<file path="config.mk">
export PLATFORM = sky130hd
export DESIGN_NAME = acpu_exec
export DESIGN_NICKNAME = d
export VERILOG_FILES = /design/src/hdl/accumulator_cpu_execute_unit_defines.svh /design/src/hdl/acpu_pkg.sv /design/src/hdl/acpu_exec.sv
export SDC_FILE = /design/constraint.sdc
export NUM_CORES = 1
export LEC_CHECK = 0
export BUFFER_PORTS_ARGS = -buffer_cell sky130_fd_sc_hd__buf_2
export CAP_MARGIN = 25
export CORE_MARGIN = 2
export CORE_UTILIZATION = 55
export DETAILED_ROUTE_END_ITERATION = 12
export PLACE_DENSITY = 0.91
export SLEW_MARGIN = 20
export SYNTH_ARGS = -nofsm -noshare
export SYNTH_HDL_FRONTEND = slang
export SYNTH_SLANG_ARGS = --single-unit
</file>
<file path="constraint.sdc">
create_clock -name vclk -period 3.16
set_input_delay 0 -clock vclk [all_inputs]
set_output_delay 0 -clock vclk [all_outputs]
set_load 0.05 [all_outputs]
</file>
<file path="src/hdl/accumulator_cpu_execute_unit_defines.svh">
// Assertion macros shared by the execute unit.
`ifndef ACCUMULATOR_CPU_EXECUTE_UNIT_DEFINES_SVH
`define ACCUMULATOR_CPU_EXECUTE_UNIT_DEFINES_SVH

// The consequent must hold in the same cycle as the antecedent.
`define ACPU_ASSERT_SAME(label, clk, rst_n, ante, cons) \
	label: assert property (@(posedge clk) disable iff (!rst_n) (ante) |-> (cons)) \
		else $error("execute unit: same-cycle check failed");

// The consequent must hold in the cycle after the antecedent.
`define ACPU_ASSERT_NEXT(label, clk, rst_n, ante, cons) \
	label: assert property (@(posedge clk) disable iff (!rst_n) (ante) |=> (cons)) \
		else $error("execute unit: next-cycle check failed");

`endif

</file>
<file path="src/hdl/acpu_pkg.sv">
package acpu_pkg;

	// Default machine word width.
	localparam int WORD_BITS_DEF = 11;

	// Fixed widths of the interface fields.
	localparam int CMD_W  = 4;
	localparam int ADDR_W = 11;
	localparam int CHAR_W = 8;

	// Operation codes; code 15 is undefined and falls to the default arm.
	typedef enum logic [CMD_W-1:0] {
		CMD_MOV_A_IMM = 4'd0,
		CMD_MOV_B_IMM = 4'd1,
		CMD_MOV_C_IMM = 4'd2,
		CMD_MOV_A_IND = 4'd3,
		CMD_MOV_B_IND = 4'd4,
		CMD_MOV_C_IND = 4'd5,
		CMD_STORE_A   = 4'd6,
		CMD_STORE_C   = 4'd7,
		CMD_OUT       = 4'd8,
		CMD_ADD       = 4'd9,
		CMD_ADD_C     = 4'd10,
		CMD_SUB       = 4'd11,
		CMD_JMP       = 4'd12,
		CMD_JMP_IND   = 4'd13,
		CMD_JNC       = 4'd14
	} cmd_t;

	// Condition flags.
	typedef struct packed {
		logic zero;
		logic carry;
		logic minus;
	} flags_t;

	// One result item.
	typedef struct packed {
		logic [ADDR_W-1:0] next_pc;
		logic              halt;
		logic              out_valid;
		logic [CHAR_W-1:0] out_char;
	} result_t;

endpackage

</file>
<file path="src/hdl/acpu_exec.sv">
module acpu_exec
	import acpu_pkg::*;
#(
	parameter int WORD_BITS = WORD_BITS_DEF
) (
	input  cmd_t                 cmd,
	input  logic [WORD_BITS-1:0] opnd,
	input  logic [WORD_BITS-1:0] here,
	input  logic [WORD_BITS-1:0] mem_data,
	input  logic [WORD_BITS-1:0] reg_a,
	input  logic [WORD_BITS-1:0] reg_b,
	input  logic [WORD_BITS-1:0] reg_c,
	input  flags_t               flags,
	output logic [WORD_BITS-1:0] reg_a_nxt,
	output logic [WORD_BITS-1:0] reg_b_nxt,
	output logic [WORD_BITS-1:0] reg_c_nxt,
	output flags_t               flags_nxt,
	output logic                 wr_en,
	output logic [WORD_BITS-1:0] wr_data,
	output result_t              res
);

	logic [WORD_BITS:0]   sum_ab;
	logic [WORD_BITS:0]   sum_c;
	logic [WORD_BITS:0]   diff_ab;
	logic [WORD_BITS-1:0] pc_inc;
	logic [WORD_BITS-1:0] pc;

	// Arithmetic one bit wider than a word; the top bit is carry or borrow.
	assign sum_ab  = {1'b0, reg_a} + {1'b0, reg_b};
	assign sum_c   = {1'b0, reg_c} + {1'b0, opnd};
	assign diff_ab = {1'b0, reg_a} - {1'b0, reg_b};
	assign pc_inc  = here + 1'b1;

	// Decode and execute one instruction.
	always_comb begin
		reg_a_nxt     = reg_a;
		reg_b_nxt     = reg_b;
		reg_c_nxt     = reg_c;
		flags_nxt     = flags;
		wr_en         = 1'b0;
		wr_data       = reg_a;
		pc            = pc_inc;
		res.halt      = 1'b0;
		res.out_valid = 1'b0;
		res.out_char  = '0;
		case (cmd)
			CMD_MOV_A_IMM: begin
				reg_a_nxt = opnd;
			end
			CMD_MOV_B_IMM: begin
				reg_b_nxt = opnd;
			end
			CMD_MOV_C_IMM: begin
				reg_c_nxt = opnd;
			end
			CMD_MOV_A_IND: begin
				reg_a_nxt = mem_data;
			end
			CMD_MOV_B_IND: begin
				reg_b_nxt = mem_data;
			end
			CMD_MOV_C_IND: begin
				reg_c_nxt = mem_data;
			end
			CMD_STORE_A: begin
				wr_en   = 1'b1;
				wr_data = reg_a;
			end
			CMD_STORE_C: begin
				wr_en   = 1'b1;
				wr_data = reg_c;
			end
			CMD_OUT: begin
				res.out_valid = 1'b1;
				res.out_char  = reg_a[CHAR_W-1:0];
			end
			CMD_ADD: begin
				reg_a_nxt       = sum_ab[WORD_BITS-1:0];
				flags_nxt.zero  = (sum_ab[WORD_BITS-1:0] == '0);
				flags_nxt.minus = sum_ab[WORD_BITS-1];
				flags_nxt.carry = sum_ab[WORD_BITS];
			end
			CMD_ADD_C: begin
				reg_c_nxt       = sum_c[WORD_BITS-1:0];
				flags_nxt.zero  = (sum_c[WORD_BITS-1:0] == '0);
				flags_nxt.minus = sum_c[WORD_BITS-1];
				flags_nxt.carry = sum_c[WORD_BITS];
			end
			CMD_SUB: begin
				reg_a_nxt       = diff_ab[WORD_BITS-1:0];
				flags_nxt.zero  = (diff_ab[WORD_BITS-1:0] == '0);
				flags_nxt.minus = diff_ab[WORD_BITS-1];
				flags_nxt.carry = diff_ab[WORD_BITS];
			end
			CMD_JMP: begin
				pc       = opnd;
				res.halt = (opnd == here);
			end
			CMD_JMP_IND: begin
				pc = mem_data;
			end
			CMD_JNC: begin
				if (!flags.carry) begin
					pc = opnd;
				end
			end
			default: begin
				res.halt = 1'b1;
			end
		endcase
		res.next_pc = ADDR_W'(pc);
	end

endmodule

</file>
Yosys cells after proc, flatten, opt, wreduce, memory -nomap -nowiden

Index checks and enable logic that the tools add are counted.

Register bits: 0
Input bits: 73
Output and inout port bits: 69
Word-level logic and storage cells: 35

Add/subtract/negate cells: 4
Eq/ne operators: 15
Multiplexer cells: 10
Reduce and logical (&&, ||, !) cells: 6

Operators by type and width:

| operator                                                              | count |
|---|---|
| 11-bit case mux with 3 select lines                                   | 2 |
| 11-bit case mux with 4 select lines                                   | 1 |
| 11-bit zero test                                                      | 3 |
| 4-bit equality test, second input constant                            | 7 |
| 11-bit by 11-bit adder with 12-bit output                             | 2 |
| 11-bit two-way mux                                                    | 2 |
| 11-bit case mux with 2 select lines                                   | 1 |
| 4-bit by 3-bit equality test with 1-bit output, second input constant | 4 |
| 14-bit OR reduction                                                   | 1 |
| 11-bit by 11-bit subtractor with 12-bit output                        | 1 |
| 11-bit by 1-bit adder with 11-bit output, second input constant       | 1 |
| 11-bit equality test                                                  | 1 |
| 9-bit two-way mux                                                     | 1 |
| 3-bit case mux with 3 select lines                                    | 1 |
| 4-bit by 2-bit equality test with 1-bit output, second input constant | 2 |
| 4-bit by 1-bit equality test with 1-bit output, second input constant | 1 |
| 4-bit zero test                                                       | 1 |
| 1-bit case mux with 2 select lines                                    | 1 |
| 2-bit OR reduction                                                    | 1 |
| 1-bit two-way mux                                                     | 1 |

Logic depth before layout (Yosys ltp)

Depth in word-level cells: 3
Gate-level depth with buffers: 11
Mapped depth without buffers: 11

Least setup slack after synthesis

No wires, ideal clock.

Path kind: input port to output port
From: input reg_a[0]
To: output reg_a_nxt[10]
Arrival time: 2511 ps
Data required time: 3160 ps
Setup slack: 649 ps
Stages: 11
Path buffers: 0
Path through: ha_1 > inv_1 > fa_1 > o21bai_1 > a21oi_1 > o211ai_2 > a31oi_1 > o21bai_1 > xor2_1 > a2bb2oi_1 > a31oi_1

Word-level cells in the longest chain between the ends: 2
Elaborated cells on any way between the ends: 3
Those cells by class: add/sub: 2; mux: 1

RTL lines:

| element                                                                                                            | line                             | text |
|---|---|---|
| start, declared                                                                                                    | acpu_exec.sv:10                  | `input logic [WORD_BITS-1:0] reg_a,` |
| 11-bit by 11-bit subtractor with 12-bit output / 11-bit by 11-bit adder with 12-bit output (equally long branches) | acpu_exec.sv:32, acpu_exec.sv:30 |  |
| 11-bit case mux with 4 select lines (*)                                                                            | acpu_exec.sv:47                  | `case (cmd)` |
| end, declared                                                                                                      | acpu_exec.sv:14                  | `output logic [WORD_BITS-1:0] reg_a_nxt,` |

Mark *: on every way between the ends. The rest lies on a longest branch, timed or not.

==> results.ini <==
[critical_path]
crit_top_cell = buf_2
cp-end-kind = output pin
worstSetupStartpointType = input port
worstPathCellList = buf_2 -> ha_1 -> and2b_1 -> a2111oi_4 -> xor2_1 -> or4_1 -> nor4b_1 -> a31oi_1 -> nand3_1 -> buf_2
cp_data_required_time_ps = 3160
worstSetupPathType = input port to output pin
crit_path_max_fanout = 12
cp.buffers_inverters = 2
cp_slowest_cell = ha_1
slowest_delay_ps = 590
cp_data_arrival_time_ps = 2770
crit_family = simple AND/OR/NAND/NOR gates

[synthesis]
yosys.area.top_type_share = 0.1287
synthesis.nets = 616
syn_avg_cell_area_um2 = 6.530
syn_area_um2 = 3304
ys_warn_count = 0
syn_inst = 506
ys_types = 61
ys_top_cells_by_area = ha_1, nand2_1, nor2_1
synth_top_area_cell = ha_1
yosysSeqAreaShare = 0

[grt]
grt_start_max_net_pins = 27
grt_pass1_wl_mm = 18.66
grtUsageTotal = 0.3561
gr-total-overflow = 0
antenna_found_initial = 0
grt_pass1_vias = 3801

[floorplan]
start_util = 0.5648
core_region_area_um2 = 5851
io_pins = 142
die-height_um = 81.51
rows = 28
fp.dieArea_um2 = 6644
die_w_um = 81.51

[routing]
vias = 4511
drc = 0
route.detailed.wl_per_inst_um = 17.92
finalWirelength_mm = 12.60
vias_per_cell = 6.417
drt_pre_antenna_iters = 6
detail-route-antenna-nets = 0
drt-initial-drc-count = 414

[clock_network]
cts_hold_buf = 0
cts_setup_buffers = 0
cts.repair.resized = 0

[power_and_ir_drop]
p_switching_uw = 659.7
p_sw_frac = 0.6871
power_density_nw_per_um2 = 237.1
p_clk_frac = 0
pwr-share-comb = 1.000
power_uw = 960.1
ir_drop_mv = 0.1708
power.leakage_nw = 1.915
p_int_uw = 300.5
power_frac_seq = 0

[place]
port_buffers = 142
gp_congestion = 0.9933
dp_hpwl_mm = 10.39
dpl_worst_slack_ps = 441.6

[timing]
final_max_slew_viol_count = 0
fin_ws_ps = 385.4
fin_hold_ws_ps = 406.2
slew_headroom = 0.4348
rsz0062_at_grt = false
min_period_ps = 2775
tightest_slew_ps = 844.6
setup_viol = 0
fin_setup_tns_ps = 0
timing.fmax_mhz = 360.4
finalCritPeriodShare = 0.8780
final-hold-violation-count = 0

[worst_hold_path]
hold_class = input port to output pin

[job]
drv_cap = 0

[layout]
syn_to_final_growth_pct = 22.57
final_core_util = 0.6923
design.seq.count = 0
diodes = 0
fin_nets = 740
n_clock_buffer = 0
drive_gt1_frac = 0.2818
fillCellCount = 521
register_area_um2 = 0

[run_status]
outcome = finished, final reports clean

## through the flow
step	cell area, µm²	std cells
final	4050	703
after global routing	4050	703
after CTS	4050	703
after detailed placement	4050	703
after global placement	4043	702
after floorplan	3304	506
## logic make-up after synthesis
logic type / Yosys count / synth area share
AND/OR/NAND/NOR: 193 / 0.2794
XOR/XNOR: 46 / 0.1219
buffers and inverters: 59 / 0.07345
AO/OA/AOI/OAI: 160 / 0.3408
adder cells (fa/ha/maj): 37 / 0.1469
multiplexers: 11 / 0.03749
## path summary, 6_finish.rpt
kind	from	to	slack [ps]	cells past startpoint
worst max-delay path	reg_a[4]	flags_nxt[2]	390	10
worst min-delay path	reg_b[10]	reg_b_nxt[10]	410	4
## layer usage
| layer | GRT usage | vias to the layer above | wire length, µm |
|---|---|---|---|
| met5 | 0 | - | 0 |
| li1 | - | 2107 | - |
| met3 | 0.01978 | 44 | 1435 |
| met1 | 0.4600 | 2046 | 4861 |
| met4 | 0.1288 | 0 | 401 |
| met2 | 0.6221 | 314 | 5901 |
## cells in the mapped netlist (4+ instances only)
| master | number |
|---|---|
| a21oi_1 | 29 |
| a221oi_1 | 6 |
| a222oi_1 | 5 |
| a22oi_1 | 27 |
| a31oi_1 | 8 |
| and3_1 | 14 |
| buf_2 | 5 |
| clkbuf_1 | 23 |
| ha_1 | 34 |
| inv_1 | 29 |
| mux2_2 | 11 |
| nand2_1 | 56 |
| nand2b_1 | 5 |
| nand3_1 | 13 |
| nand4_1 | 4 |
| nor2_1 | 55 |
| nor2b_1 | 9 |
| nor3_1 | 14 |
| o211ai_1 | 5 |
| o21a_1 | 5 |
| o21ai_0 | 34 |
| o21bai_1 | 4 |
| o22ai_1 | 8 |
| or2_2 | 4 |
| xnor2_1 | 23 |
| xor2_1 | 23 |
## layout by cell type (no fill, tap or decap), types with 14 or more instances in the layout
cell	instances
buf_2	142
ha_1	34
o21ai_0	34
nand2_1	56
xnor2_1	23
a21oi_1	29
and3_1	14
inv_1	29
nor2_1	55
nor3_1	14
a22oi_1	27
xor2_1	23
## cell type report
| type | count | area (µm²) | share of cell area |
|---|---|---|---|
| Tap cell | 75 | 93.84 | 0.02317 |
| Multi-Input combinational cell | 447 | 3062 | 0.7559 |
| Timing Repair Buffer | 152 | 785.8 | 0.1940 |
| Inverter | 29 | 108.9 | 0.02688 |
## power groups by stage
stage	clock network (mW)	registers, mW	logic, mW
floorplan	0	0	0.684
global placement	0	0	0.931
detailed placement	0	0	0.940
CTS	0	0	0.945
global route	0	0	1.02
finish	0	0	0.960
No activity file was read; power rests on OpenSTA's default activity.
